[src/hw/rtl/sce_pkg.sv]
// Shared types and constants for the sine/cosine encoder angle pipeline.
package sce_pkg;

    // Default configuration of the top level
    localparam int DEF_ADC_BITS        = 12;
    localparam int DEF_ANGLE_FRAC_BITS = 13;

    // Ratio format and quotient width (ratio can reach exactly 1.0)
    localparam int RATIO_FRAC = 16;
    localparam int QUOT_W     = RATIO_FRAC + 1;

    // Polynomial coefficients and angle constants, Q16
    localparam logic signed [17:0] COEF_C7     = -18'sd3047;
    localparam logic signed [17:0] COEF_C5     = 18'sd10441;
    localparam logic signed [17:0] COEF_C3     = -18'sd21471;
    localparam logic signed [20:0] HALF_PI_Q16 = 21'sd102944;
    localparam logic signed [20:0] PI_Q16      = 21'sd205887;

    // Configuration port and field widths
    localparam int CFG_ADDR_W = 2;
    localparam int CFG_DATA_W = 16;
    localparam int OFFSET_W   = 16;
    localparam int ABS_W      = 16;
    localparam int REL_W      = 17;

    // Register reset values
    localparam logic [15:0] SINE_MID_RST   = 16'd1931;
    localparam logic [15:0] COSINE_MID_RST = 16'd2059;
    localparam logic [15:0] ALIGN_OFF_RST  = 16'hD666;  // -10650

    // Register indexes
    typedef enum logic [CFG_ADDR_W-1:0] {
        CFG_SINE_MID   = 2'd0,
        CFG_COSINE_MID = 2'd1,
        CFG_ALIGN_OFF  = 2'd2
    } t_cfg_idx;

    // Octant and quadrant flags that travel beside the ratio
    typedef struct packed {
        logic s_neg;
        logic c_neg;
        logic swap;
        logic zero;
    } t_side;

endpackage

[src/hw/rtl/sce_div.sv]
// Pipelined restoring divider: one quotient bit per stage, ratio = min * 2^16 / max.
module sce_div #(
    parameter int ADC_BITS = sce_pkg::DEF_ADC_BITS
) (
    input  logic                        i_clk,
    input  logic                        i_rst_n,
    input  logic                        i_valid,
    output logic                        o_ready,
    input  logic [ADC_BITS:0]           i_mn,
    input  logic [ADC_BITS:0]           i_mx,
    input  sce_pkg::t_side              i_side,
    output logic                        o_valid,
    input  logic                        i_ready,
    output logic [sce_pkg::QUOT_W-1:0]  o_quot,
    output sce_pkg::t_side              o_side
);
    import sce_pkg::*;

    localparam int NQ = QUOT_W;
    localparam int DW = ADC_BITS + 1;

    logic              r_v    [NQ];
    logic [DW-1:0]     r_rem  [NQ];
    logic [DW-1:0]     r_mx   [NQ];
    logic [QUOT_W-1:0] r_q    [NQ];
    t_side             r_side [NQ];
    logic [NQ:0]       stage_rdy;

    assign stage_rdy[NQ] = i_ready;

    for (genvar j = 0; j < NQ; j++) begin : g_stage
        logic              v_in;
        logic [DW:0]       trial;
        logic [DW-1:0]     mx_in;
        logic [QUOT_W-1:0] q_in;
        t_side             side_in;
        logic              qbit;
        logic [DW:0]       diff;
        logic [DW-1:0]     n_rem;
        logic [QUOT_W-1:0] n_q;

        // First stage takes the remainder unshifted, later ones shift by one
        if (j == 0) begin : g_first
            assign v_in    = i_valid;
            assign trial   = {1'b0, i_mn};
            assign mx_in   = i_mx;
            assign q_in    = '0;
            assign side_in = i_side;
        end else begin : g_next
            assign v_in    = r_v[j-1];
            assign trial   = {r_rem[j-1], 1'b0};
            assign mx_in   = r_mx[j-1];
            assign q_in    = r_q[j-1];
            assign side_in = r_side[j-1];
        end

        // Trial subtract
        always_comb begin
            diff  = trial - {1'b0, mx_in};
            qbit  = (trial >= {1'b0, mx_in});
            n_rem = qbit ? diff[DW-1:0] : trial[DW-1:0];
            n_q   = q_in | (QUOT_W'(qbit) << (NQ - 1 - j));
        end

        assign stage_rdy[j] = !r_v[j] || stage_rdy[j+1];

        always_ff @(posedge i_clk) begin
            if (!i_rst_n) begin
                r_v[j] <= 1'b0;
            end else if (stage_rdy[j]) begin
                r_v[j] <= v_in;
            end
        end

        always_ff @(posedge i_clk) begin
            if (v_in && stage_rdy[j]) begin
                r_rem[j]  <= n_rem;
                r_mx[j]   <= mx_in;
                r_q[j]    <= n_q;
                r_side[j] <= side_in;
            end
        end
    end

    assign o_ready = stage_rdy[0];
    assign o_valid = r_v[NQ-1];
    assign o_quot  = r_q[NQ-1];
    assign o_side  = r_side[NQ-1];

endmodule

[src/hw/rtl/sincos_encoder_angle.sv]
// Sine/cosine encoder angle: top level with centering, folding, division, polynomial and output.
//
// Each beat on the slave stream carries one sine/cosine ADC pair; each beat on the
// master stream carries the absolute angle atan2(s, c) and that angle minus the
// alignment offset, both radians scaled by 2^ANGLE_FRAC_BITS. A new pair is taken
// every cycle unless back-pressure from the master stream holds the pipeline, and
// its result passes through 25 register stages (2 front stages, 17 divider stages
// at one quotient bit each, 5 multiply stages, 1 output stage) to the master stream.
// Stages advance independently, so bubbles close up while the output is stalled.
// Configuration writes take effect at once and are meant for when the pipeline is
// empty.
module sincos_encoder_angle #(
    parameter int  ADC_BITS        = sce_pkg::DEF_ADC_BITS,
    parameter int  ANGLE_FRAC_BITS = sce_pkg::DEF_ANGLE_FRAC_BITS,
    localparam int IN_DW           = ((2 * ADC_BITS + 7) / 8) * 8,
    localparam int OUT_DW          = ((sce_pkg::ABS_W + sce_pkg::REL_W + 7) / 8) * 8
) (
    input  logic                            i_clk,
    input  logic                            i_rst_n,
    // sine_sample, cosine_sample (lowest bits first)
    input  logic [IN_DW-1:0]                s_axis_tdata,
    input  logic                            s_axis_tvalid,
    output logic                            s_axis_tready,
    // absolute_angle, relative_angle (lowest bits first)
    output logic [OUT_DW-1:0]               m_axis_tdata,
    output logic                            m_axis_tvalid,
    input  logic                            m_axis_tready,
    input  logic                            i_cfg_we,
    input  logic [sce_pkg::CFG_ADDR_W-1:0]  i_cfg_addr,
    input  logic [sce_pkg::CFG_DATA_W-1:0]  i_cfg_data
);
    import sce_pkg::*;

    localparam int A  = ADC_BITS;
    localparam int SH = RATIO_FRAC - ANGLE_FRAC_BITS;
    localparam logic [20:0] HALF_R = (SH == 0) ? 21'd0 : 21'(1 << (SH - 1));
    localparam logic signed [20:0] MAG_MAX = 21'sd205887 + $signed(HALF_R) >>> SH;

    typedef struct packed {
        logic [QUOT_W-1:0] a;
        t_side             side;
    } t_carry;

    // Q16 rounding, half up: floor((x + 2^15) / 2^16)
    function automatic logic signed [19:0] rnd_q16(input logic signed [35:0] x);
        logic signed [35:0] t;
        begin
            t = x + 36'sd32768;
            return t[35:16];
        end
    endfunction

    // Configuration registers
    logic [A-1:0]               r_mid_s, r_mid_c;
    logic signed [OFFSET_W-1:0] r_off;

    always_ff @(posedge i_clk) begin
        if (!i_rst_n) begin
            r_mid_s <= SINE_MID_RST[A-1:0];
            r_mid_c <= COSINE_MID_RST[A-1:0];
            r_off   <= ALIGN_OFF_RST;
        end else if (i_cfg_we) begin
            unique case (t_cfg_idx'(i_cfg_addr))
                CFG_SINE_MID:   r_mid_s <= i_cfg_data[A-1:0];
                CFG_COSINE_MID: r_mid_c <= i_cfg_data[A-1:0];
                CFG_ALIGN_OFF:  r_off   <= i_cfg_data[OFFSET_W-1:0];
                default: ;
            endcase
        end
    end

    // Stage valids and ready chain
    logic r_f1_v, r_f2_v, r_p1_v, r_p2_v, r_p3_v, r_p4_v, r_p5_v, r_out_v;
    logic out_rdy, p5_rdy, p4_rdy, p3_rdy, p2_rdy, p1_rdy, f2_rdy, f1_rdy;
    logic div_in_rdy, div_v;
    logic [QUOT_W-1:0] div_q;
    t_side             div_side;

    assign out_rdy = m_axis_tready || !r_out_v;
    assign p5_rdy  = !r_p5_v || out_rdy;
    assign p4_rdy  = !r_p4_v || p5_rdy;
    assign p3_rdy  = !r_p3_v || p4_rdy;
    assign p2_rdy  = !r_p2_v || p3_rdy;
    assign p1_rdy  = !r_p1_v || p2_rdy;
    assign f2_rdy  = !r_f2_v || div_in_rdy;
    assign f1_rdy  = !r_f1_v || f2_rdy;
    assign s_axis_tready = f1_rdy;

    always_ff @(posedge i_clk) begin
        if (!i_rst_n) begin
            r_f1_v  <= 1'b0;
            r_f2_v  <= 1'b0;
            r_p1_v  <= 1'b0;
            r_p2_v  <= 1'b0;
            r_p3_v  <= 1'b0;
            r_p4_v  <= 1'b0;
            r_p5_v  <= 1'b0;
            r_out_v <= 1'b0;
        end else begin
            if (f1_rdy)  r_f1_v  <= s_axis_tvalid;
            if (f2_rdy)  r_f2_v  <= r_f1_v;
            if (p1_rdy)  r_p1_v  <= div_v;
            if (p2_rdy)  r_p2_v  <= r_p1_v;
            if (p3_rdy)  r_p3_v  <= r_p2_v;
            if (p4_rdy)  r_p4_v  <= r_p3_v;
            if (p5_rdy)  r_p5_v  <= r_p4_v;
            if (out_rdy) r_out_v <= r_p5_v;
        end
    end

    // F1: subtract midpoints
    logic signed [A:0] r_s, r_c, n_s, n_c;

    assign n_s = $signed({1'b0, s_axis_tdata[A-1:0]}) - $signed({1'b0, r_mid_s});
    assign n_c = $signed({1'b0, s_axis_tdata[2*A-1:A]}) - $signed({1'b0, r_mid_c});

    always_ff @(posedge i_clk) begin
        if (s_axis_tvalid && f1_rdy) begin
            r_s <= n_s;
            r_c <= n_c;
        end
    end

    // F2: magnitudes, octant fold
    logic [A:0] as_w, ac_w, r_mn, r_mx;
    t_side      n_side, r_f2_side;

    always_comb begin
        as_w        = r_s[A] ? (~r_s + 1'b1) : r_s;
        ac_w        = r_c[A] ? (~r_c + 1'b1) : r_c;
        n_side.s_neg = r_s[A];
        n_side.c_neg = r_c[A];
        n_side.swap  = (as_w > ac_w);
        n_side.zero  = (as_w == '0) && (ac_w == '0);
    end

    always_ff @(posedge i_clk) begin
        if (r_f1_v && f2_rdy) begin
            r_mn      <= n_side.swap ? ac_w : as_w;
            r_mx      <= n_side.swap ? as_w : ac_w;
            r_f2_side <= n_side;
        end
    end

    sce_div #(
        .ADC_BITS (ADC_BITS)
    ) u_div (
        .i_clk   (i_clk),
        .i_rst_n (i_rst_n),
        .i_valid (r_f2_v),
        .o_ready (div_in_rdy),
        .i_mn    (r_mn),
        .i_mx    (r_mx),
        .i_side  (r_f2_side),
        .o_valid (div_v),
        .i_ready (p1_rdy),
        .o_quot  (div_q),
        .o_side  (div_side)
    );

    // P1: square of the ratio
    t_carry      r_p1_k, r_p2_k, r_p3_k, r_p4_k, r_p5_k;
    logic [33:0] r_sq;

    always_ff @(posedge i_clk) begin
        if (div_v && p1_rdy) begin
            r_p1_k.a    <= div_q;
            r_p1_k.side <= div_side;
            r_sq        <= div_q * div_q;
        end
    end

    // P2: round square, times c7
    logic [34:0]        sq_rnd;
    logic [16:0]        sv_w, r_sv2, r_sv3;
    logic signed [35:0] r_t2, r_t3, r_t4, r_t5;

    assign sq_rnd = {1'b0, r_sq} + 35'd32768;
    assign sv_w   = sq_rnd[32:16];

    always_ff @(posedge i_clk) begin
        if (r_p1_v && p2_rdy) begin
            r_p2_k <= r_p1_k;
            r_sv2  <= sv_w;
            r_t2   <= COEF_C7 * $signed({1'b0, sv_w});
        end
    end

    // P3..P5: Horner steps of the polynomial
    logic signed [19:0] p1_w, p2_w, p3_w;

    assign p1_w = rnd_q16(r_t2) + 20'(COEF_C5);
    assign p2_w = rnd_q16(r_t3) + 20'(COEF_C3);
    assign p3_w = rnd_q16(r_t4);

    always_ff @(posedge i_clk) begin
        if (r_p2_v && p3_rdy) begin
            r_p3_k <= r_p2_k;
            r_sv3  <= r_sv2;
            r_t3   <= $signed(p1_w[17:0]) * $signed({1'b0, r_sv2});
        end
        if (r_p3_v && p4_rdy) begin
            r_p4_k <= r_p3_k;
            r_t4   <= $signed(p2_w[17:0]) * $signed({1'b0, r_sv3});
        end
        if (r_p4_v && p5_rdy) begin
            r_p5_k <= r_p4_k;
            r_t5   <= $signed(p3_w[17:0]) * $signed({1'b0, r_p4_k.a});
        end
    end

    // OUT: octant and quadrant correction, rounding, sign, offset
    logic signed [20:0] r_w, ang_w;
    logic [20:0]        mag_w;
    logic signed [20:0] r_ang;
    logic [REL_W-1:0]   r_rel;
    logic signed [20:0] rel_w;

    always_comb begin
        r_w = $signed({4'b0, r_p5_k.a}) + 21'(rnd_q16(r_t5));
        if (r_p5_k.side.swap) begin
            r_w = HALF_PI_Q16 - r_w;
        end
        if (r_p5_k.side.c_neg) begin
            r_w = PI_Q16 - r_w;
        end
        if (r_w < 0) begin
            r_w = '0;
        end
        mag_w = (r_w + HALF_R) >> SH;
        ang_w = r_p5_k.side.s_neg ? -$signed(mag_w) : $signed(mag_w);
        if (r_p5_k.side.zero) begin
            ang_w = '0;
        end
        rel_w = ang_w - 21'(r_off);
    end

    always_ff @(posedge i_clk) begin
        if (r_p5_v && out_rdy) begin
            r_ang <= ang_w;
            r_rel <= rel_w[REL_W-1:0];
        end
    end

    assign m_axis_tvalid = r_out_v;
    assign m_axis_tdata  = OUT_DW'({r_rel, r_ang[ABS_W-1:0]});

    // Checks; a zero pair leaves the divider output meaningless, so the ratio checks exempt it
    a_ang_range: assert property (@(posedge i_clk) disable iff (!i_rst_n)
        r_out_v |-> (r_ang <= MAG_MAX) && (r_ang >= -MAG_MAX))
        else $error("angle beyond pi");

    a_ratio_range: assert property (@(posedge i_clk) disable iff (!i_rst_n)
        r_p1_v |-> r_p1_k.side.zero || (r_p1_k.a <= 17'h10000))
        else $error("ratio above one");

    a_square_range: assert property (@(posedge i_clk) disable iff (!i_rst_n)
        r_p2_v |-> r_p2_k.side.zero || (r_sv2 <= 17'h10000))
        else $error("ratio square above one");

    a_front_ready: assert property (@(posedge i_clk) disable iff (!i_rst_n)
        !s_axis_tready |-> r_f1_v && r_f2_v)
        else $error("input stalled with front stages free");

endmodule
[config.mk]
export PLATFORM = sky130hd
export DESIGN_NAME = sincos_encoder_angle
export DESIGN_NICKNAME = d
export VERILOG_FILES = /design/src/hw/rtl/sce_pkg.sv /design/src/hw/rtl/sce_div.sv /design/src/hw/rtl/sincos_encoder_angle.sv
export SDC_FILE = /design/constraint.sdc
export NUM_CORES = 2
export LEC_CHECK = 0
export BUFFER_PORTS_ARGS = -buffer_cell sky130_fd_sc_hd__buf_2
export CAP_MARGIN = 20
export CORE_ASPECT_RATIO = 0.6
export CORE_MARGIN = 3
export CORE_UTILIZATION = 55
export DETAILED_ROUTE_END_ITERATION = 12
export PLACE_DENSITY = 0.74
export SLEW_MARGIN = 20
export SYNTH_ARGS = -nofsm -noshare
export SYNTH_HDL_FRONTEND = slang
export SYNTH_SLANG_ARGS = --single-unit
[constraint.sdc]
create_clock -name i_clk -period 8.9 [get_ports i_clk]
set_input_delay 0.445 -clock i_clk [delete_from_list [all_inputs] [get_ports i_clk]]
set_output_delay 0.445 -clock i_clk [all_outputs]
set_load 0.1 [all_outputs]
# After elaboration in Yosys (flattened, before gate mapping)

Memory sizes are Yosys's and may differ from the RTL's. A register that Yosys moved wholly into a read port is not among the register bits.
Cells that the tools add are included.

Bits in registers: 440
Latch bits: 0
Bits in writable memories: 816
ROM bits: 0
Bits of input ports: 47
Word-level logic and storage cells: 360
Memories kept: 5

Add/sub/neg operators: 34
Multipliers: 5
Divide/modulo/power cells: 0
$lt $le $gt $ge: 19
Equality and inequality tests: 2
Shift operators: 0
Mux-type cells: 129
Bitwise operators: 35
Reduce and logical (&&, ||, !) cells: 82

Memories:

| memory       | words | width | read ports | clocked after Yosys merged registers in | wr ports | RTL line      | text |
|---|---|---|---|---|---|---|---|
| u_div.r_q    | 17    | 17    | 17         | 0                                       | 17       | sce_div.sv:25 | `logic [QUOT_W-1:0] r_q [NQ];` |
| u_div.r_mx   | 17    | 13    | 16         | 0                                       | 17       | sce_div.sv:24 | `logic [DW-1:0] r_mx [NQ];` |
| u_div.r_rem  | 17    | 13    | 16         | 0                                       | 17       | sce_div.sv:23 | `logic [DW-1:0] r_rem [NQ];` |
| u_div.r_side | 17    | 4     | 17         | 1                                       | 17       | sce_div.sv:26 | `t_side r_side [NQ];` |
| u_div.r_v    | 17    | 1     | 17         | 0                                       | 17       | sce_div.sv:22 | `logic r_v [NQ];` |

Operator list:

| kind                                                         | count |
|---|---|
| 2-to-1 mux 13 bit                                            | 21 |
| >= comparator 14 x 13 -> 1 bit                               | 16 |
| subtractor 13 bit                                            | 17 |
| 2-to-1 mux 1 bit                                             | 103 |
| adder 34 x 17 -> 34 bit (second input constant)              | 2 |
| multiplier 18 x 18 -> 34 bit                                 | 2 |
| 2-to-1 mux 21 bit                                            | 2 |
| adder 36 x 17 -> 36 bit (second input constant)              | 1 |
| multiplier 18 x 18 -> 36 bit                                 | 1 |
| 2-to-1 mux 17 bit                                            | 2 |
| adder 33 x 16 -> 33 bit (second input constant)              | 1 |
| multiplier 17 x 17 -> 33 bit                                 | 1 |
| adder 31 x 17 -> 32 bit (second input constant)              | 1 |
| multiplier 13 x 18 -> 31 bit (first input constant)          | 1 |
| adder 13 x 1 -> 13 bit (second input constant)               | 2 |
| logical AND 1 bit                                            | 26 |
| zero test 13 bit                                             | 2 |
| NOT 13 bit                                                   | 2 |
| subtractor 12 x 12 -> 13 bit                                 | 2 |
| zero test 1 bit                                              | 25 |
| logical OR 1 bit                                             | 25 |
| adder 18 x 20 -> 21 bit                                      | 1 |
| less-than comparator 21 x 1 -> 1 bit (second input constant) | 1 |
| subtractor 18 x 21 -> 21 bit (first input constant)          | 1 |
| other kinds (30)                                             | 48 |

# Longest topological paths before layout

Depth after elaboration: 28
Gate-level depth with buffers: 48

# Hierarchy

A second synthesis with hierarchy kept.

Cell total of the unflattened synthesis: 9,058
Area total of the unflattened synthesis: 95,093.7 um^2

By module, submodules not included:

| module               | instances | cells an instance | area an instance (um^2) |
|---|---|---|---|
| sincos_encoder_angle | 1         | 6,458             | 62,419.9 |
| sce_div              | 1         | 2,600             | 32,673.8 |

# Worst setup path before layout

OpenSTA, ideal clock, no wires.

Path type: flip-flop to flip-flop
From: reg r_t2[15]
To: reg r_t3[33] (data pin)
Setup time: 271 ps
Data arrival time: 9,379 ps
Data required time: 8,629 ps
Setup slack: -750 ps
Cell stages (with the launch flop): 37
Buffers on the path: 1
Period minus slack after synthesis: 9,650 ps
Path through: edfxtp_1 -> ha_1 -> xor2_1 -> nand2_1 -> o21a_1 -> o31ai_1 -> o21ai_0 -> a2111oi_0 -> nand3_1 -> a22oi_1 -> nor2_1 -> or3_1 -> xnor2_1 -> clkbuf_1 -> nand2_1 -> fa_1 -> inv_1 -> fa_1 -> inv_1 -> fa_1 -> inv_1 -> fa_1 -> inv_1 -> fa_1 -> inv_1 -> fa_1 -> ha_1 -> and3_1 -> a31oi_1 -> a2111oi_0 -> o31a_1 -> a41o_1 -> a21o_1 -> a21oi_1 -> nor2_1 -> a2111oi_0 -> xnor2_1

Cells in the longest elaborated chain, start to end: 3

Ends and longest elaborated chain:

| item                         | RTL line                    | text |
|---|---|---|
| start: declaration           | sincos_encoder_angle.sv:176 | `logic signed [35:0] r_t2, r_t3, r_t4, r_t5;` |
| start signal: assignment     | sincos_encoder_angle.sv:185 | `r_t2 <= COEF_C7 * $signed({1'b0, sv_w});` |
| adder 31 x 17 -> 32 bit      | sincos_encoder_angle.sv:48  | `t = x + 36'sd32768;` |
| adder 18 x 15 -> 18 bit      | sincos_encoder_angle.sv:192 | `assign p1_w = rnd_q16(r_t2) + 20'(COEF_C5);` |
| multiplier 18 x 18 -> 34 bit | sincos_encoder_angle.sv:200 | `r_t3 <= $signed(p1_w[17:0]) * $signed({1'b0, r_sv2});` |
| end signal: assignment       | sincos_encoder_angle.sv:200 |  |
| end: declaration             | sincos_encoder_angle.sv:176 |  |

Every way passes these cells.
A chain may end at the register's enable or synchronous reset.

# Worst setup path after layout

From: reg r_t5[22]
To: reg r_rel[16] (data pin)

Cells in the longest elaborated chain, start to end: 13

Ends and longest elaborated chain:

| item                                 | RTL line                    | text |
|---|---|---|
| start: declaration                   | sincos_encoder_angle.sv:176 |  |
| start signal: assignment             | sincos_encoder_angle.sv:208 | `r_t5 <= $signed(p3_w[17:0]) * $signed({1'b0, r_p4_k.a});` |
| adder 36 x 17 -> 36 bit *            | sincos_encoder_angle.sv:48  |  |
| adder 18 x 20 -> 21 bit *            | sincos_encoder_angle.sv:220 | `r_w = $signed({4'b0, r_p5_k.a}) + 21'(rnd_q16(r_t5));` |
| subtractor 18 x 21 -> 21 bit         | sincos_encoder_angle.sv:222 | `r_w = HALF_PI_Q16 - r_w;` |
| 2-to-1 mux 21 bit *                  | sincos_encoder_angle.sv:221 | `if (r_p5_k.side.swap) begin` |
| subtractor 19 x 21 -> 21 bit         | sincos_encoder_angle.sv:225 | `r_w = PI_Q16 - r_w;` |
| 2-to-1 mux 21 bit *                  | sincos_encoder_angle.sv:224 | `if (r_p5_k.side.c_neg) begin` |
| less-than comparator 21 x 1 -> 1 bit | sincos_encoder_angle.sv:227 | `if (r_w < 0) begin` |
| 2-to-1 mux 20 bit *                  | sincos_encoder_angle.sv:227 |  |
| adder 20 x 3 -> 20 bit *             | sincos_encoder_angle.sv:230 | `mag_w = (r_w + HALF_R) >> SH;` |
| negation 17 bit                      | sincos_encoder_angle.sv:231 | `ang_w = r_p5_k.side.s_neg ? -$signed(mag_w) : $signed(mag_w);` |
| 2-to-1 mux 17 bit *                  | sincos_encoder_angle.sv:231 |  |
| 2-to-1 mux 17 bit *                  | sincos_encoder_angle.sv:232 | `if (r_p5_k.side.zero) begin` |
| net ang_w[11]                        | sincos_encoder_angle.sv:213 | `logic signed [20:0] r_w, ang_w;` |
| subtractor 17 x 16 -> 17 bit *       | sincos_encoder_angle.sv:235 | `rel_w = ang_w - 21'(r_off);` |
| net rel_w[16]                        | sincos_encoder_angle.sv:217 | `logic signed [20:0] rel_w;` |
| end signal: assignment               | sincos_encoder_angle.sv:241 | `r_rel <= rel_w[REL_W-1:0];` |
| end: declaration                     | sincos_encoder_angle.sv:216 | `logic [REL_W-1:0] r_rel;` |

The timed path passes the listed nets; every way through them passes the cells marked *.

==> results.yml <==
run_status:
  status: "finished, violations left"
  violations: "negative setup slack"
grt:
  grt_antenna_before_repair: 2
  globalRouteOverflowTotal: 0
  via_count_of_the_first_global_routing_pass: 65335
  largest_net_degree_at_the_start_of_global_routing: 82
  grt_use_total_pct: 24.9
  grt_pass1_wl_um: 353000
clock_tree:
  worst_setup_hold_path_clk_slew_ns: 0.07
  clk_latency_worst_skew_pair_ns: 0.72
  cts_tree: "done"
  cts_inserted_buffers: 100
  htree_num_levels: 3
  cts.root.buffer_cell: "clkbuf_16"
  cts-root-to-sink-buffers: 3
  clkSinkCount: 1023
worst_setup_path:
  cp.required_ns: 9.36
  worst_path_dominant_cell_family: "compound AO/OA/AOI/OAI gates"
  cp_slowest_stage_delay_ns: 0.43
  cp_max_fo: 5
  cp-end-kind: "flop"
  worst_setup_path_start_kind: "flop"
  cp_slowest_cell: "or3_4"
  crit_buf_inv: 5
  setup.reg_to_reg.worst_slack_ns: -0.05
  timing_worst_setup_path_type: "reg -> reg"
  worstPathArrival_ns: 9.41
sta:
  setup_tns_ns: -0.0478
  slew-limit-headroom_pct: 28.6
  report.final.slew_viol_count: 0
  layout_worst_path_cycle_share_pct: 101
  hold_viol: 0
  skew_ns: 0.0378
  setup_viol_count_final: 1
  worst_slack_ns: -0.0478
  timing.final.crit_period_ns: 8.95
  timing_worst_slew_pin_value_ns: 1.06
  maxClockFrequency_ghz: 0.112
  rsz0062_at_grt: "yes"
power_and_ir_drop:
  largest_vdd_supply_drop_mv: 0.146
  leakagePower_nw: 46.7
  power_per_cell_area_nw_per_um2: 100
detailed_routing:
  vias: 64104
  remaining_drc_errors: 0
  drt_iter0_markers: 5679
  drt_first_pass_iters: 8
  post_detailed_route_wirelength_per_cell_um: 18.6
  vias_per_cell: 5.51
  drt.antenna.violating_nets: 0
  detail_route.wirelength_um: 216000
synthesis:
  post_synth_num_cell_types: 96
  synth_enable_flop_cells: 974
  synth_area_um2: 93700
  synth.ff_latch_count: 1023
  synthFlopType: "edfxtp_1"
  asyncSetResetFlopFracSynth_pct: 0
  synth_cells: 8933
  post_synthesis_sequential_area_ratio_pct: 32.3
  avgSynthCellArea_um2: 10.5
  synth.yosys.warnings: 0
layout:
  area_growth_syn_to_layout_pct: 10.9
  layout.cells.most_common_list: "inv_1, fa_1, edfxtp_1"
  final_layout_size_suffix_gt1_share_pct: 9.43
  fin_nets: 11283
  layout_commonest_cell: "inv_1"
floorplan:
  rows: 116
  area_inside_the_core_boundary_um2: 168000
  die_width_um: 539
  pin_count: 89
  die_height_um: 326
  initial_standard_cell_utilization_of_the_core_pct: 55.8
  dieArea_um2: 176000
place:
  io_buffer_count: 81
  gp_congestion: 0.955
  detailedPlace.worstSlack_ns: -0.473
  dpl.hpwl_um: 171000
flow_run:
  cap_violations: 0
worst_hold_path:
  worstHoldPathType: "in -> reg"
[flip-flops by register name, summed over array words and instances, names as in the netlist, 16 cells and up]
name,count
u_div.r_side,68
r_rel,17
r_ang,16
r_p2_k,21
u_div.r_q,153
r_t3,19
r_t4,19
r_p1_k,21
r_p3_k,21
r_sv3,17
r_t2,16
u_div.r_v,17
r_sv2,17
r_off,16
r_sq,18
u_div.r_rem,208
r_p5_k,21
r_t5,21
u_div.r_mx,208
r_p4_k,21
[what timing repair did]
action | 4_1_cts | 5_1_grt
gates resized for setup | 36 | 150
pin swaps | 10 | 67
setup buffers | 4 | 25
hold buffers | 17 | 0
endpoints found under the setup margin | 14 | 24
cloned | 0 | 0
hold endpoints to repair | 36 | 0
[per-stage QoR]
stage	power (mW)	instance area (µm²)	hold WS (ns)	util (%)	cells
after floorplan	5.82	93800	0.400	-	8939
after global routing	10.7	104000	0.0885	61.8	11628
final	10.4	104000	0.121	61.8	11631
after CTS	10.5	103000	0.0664	61.3	11596
after detailed placement	5.97	99200	0.405	59.0	11388
after global placement	5.95	99200	0.401	59.0	11388
[synthesized netlist by cell type, types with 9 or more instances]
| library cell | count | area share (%) |
|---|---|---|
| and3_1 | 54 | 0.36 |
| nor4_1 | 11 | 0.073 |
| nand2b_1 | 70 | 0.47 |
| nor3_1 | 77 | 0.41 |
| a2111oi_0 | 12 | 0.11 |
| mux2i_1 | 44 | 0.47 |
| buf_1 | 9 | 0.036 |
| a211oi_1 | 28 | 0.22 |
| inv_1 | 1784 | 7.1 |
| fa_1 | 1144 | 24 |
| nand4_1 | 70 | 0.47 |
| o21bai_1 | 33 | 0.26 |
| a221oi_1 | 11 | 0.10 |
| or2_2 | 11 | 0.073 |
| or3_1 | 20 | 0.13 |
| o21a_1 | 48 | 0.38 |
| and4_1 | 12 | 0.11 |
| nand2_1 | 897 | 3.6 |
| a31oi_1 | 19 | 0.13 |
| or4_1 | 16 | 0.13 |
| a41oi_1 | 9 | 0.084 |
| nor2_1 | 351 | 1.4 |
| o31ai_1 | 39 | 0.31 |
| nor2b_1 | 118 | 0.79 |
| dfxtp_1 | 49 | 1.0 |
| a21o_1 | 113 | 0.91 |
| nand3_1 | 105 | 0.56 |
| xor2_1 | 152 | 1.4 |
| a21oi_1 | 306 | 1.6 |
| mux2_2 | 21 | 0.25 |
| and2_1 | 498 | 3.3 |
| edfxtp_1 | 974 | 31 |
| o211ai_1 | 39 | 0.31 |
| ha_1 | 792 | 11 |
| xnor2_1 | 305 | 2.9 |
| clkbuf_1 | 232 | 0.93 |
| a21boi_0 | 53 | 0.42 |
| o21ai_0 | 250 | 1.3 |
[layer usage]
metal / part of all wire, % / track usage, % / up-vias
li1: - / - / 29535
met5: 0 / 0 / -
met2: 41 / 34.4 / 2560
met1: 48 / 40.1 / 31779
met4: 1.2 / 3.41 / 0
met3: 10 / 6.26 / 230
[worst reg2reg max path: cells and delay by family, from the launching register on]
family	cells	cell delay [ns]
buffers and inverters	5	0.87
xor gates and xnor gates	3	0.54
adders and majority gates	3	0.86
and+or+nand+nor	11	2.52
DFF	1	0.40
AOI/OAI and AO/OA	16	3.33
muxes	1	0.18
[report_power, final]
| part | internal (mW) | switching (mW) | total [mW] |
|---|---|---|---|
| Clock | 2.51 | 1.98 | 4.49 |
| Combinational | 0.233 | 0.335 | 0.569 |
| Sequential | 5.29 | 0.0434 | 5.33 |
[final timing paths]
path,startpoint,endpoint,cells after the start
setup / recovery,r_t5[22]$_DFFE_PP_,r_rel[16]$_DFFE_PP_,39
hold / removal,m_axis_tready,m_axis_tvalid$_SDFFE_PN0P_,3
setup reg to reg,r_t5[22]$_DFFE_PP_,r_rel[16]$_DFFE_PP_,39
hold reg to reg,u_div.r_q[0][195]$_DFFE_PP_,u_div.r_q[0][212]$_DFFE_PP_,0
[area by class of cell]
| class | count | area, µm² |
|---|---|---|
| fill | 13230 | 64100 |
| multi-input combinational | 5876 | 56900 |
| sequential | 1023 | 30200 |
| inverter | 1785 | 6700 |
| timing repair buffer | 514 | 3860 |
| tap | 2242 | 2810 |
| clock buffer | 109 | 2580 |
| clock inverter | 78 | 886 |
| antenna | 4 | 10.0 |
[kinds of logic after synthesis]
group	Yosys count	share of synthesized area, %
adders and majority gates	1937	35.0
other	1	0.00400
DFF	1023	32.3
buffers and inverters	2040	8.21
xor gates and xnor gates	459	4.33
muxes	65	0.722
and+or+nand+nor	2344	12.2
AOI/OAI and AO/OA	1064	7.25
Power figures use the tool's default switching activity.
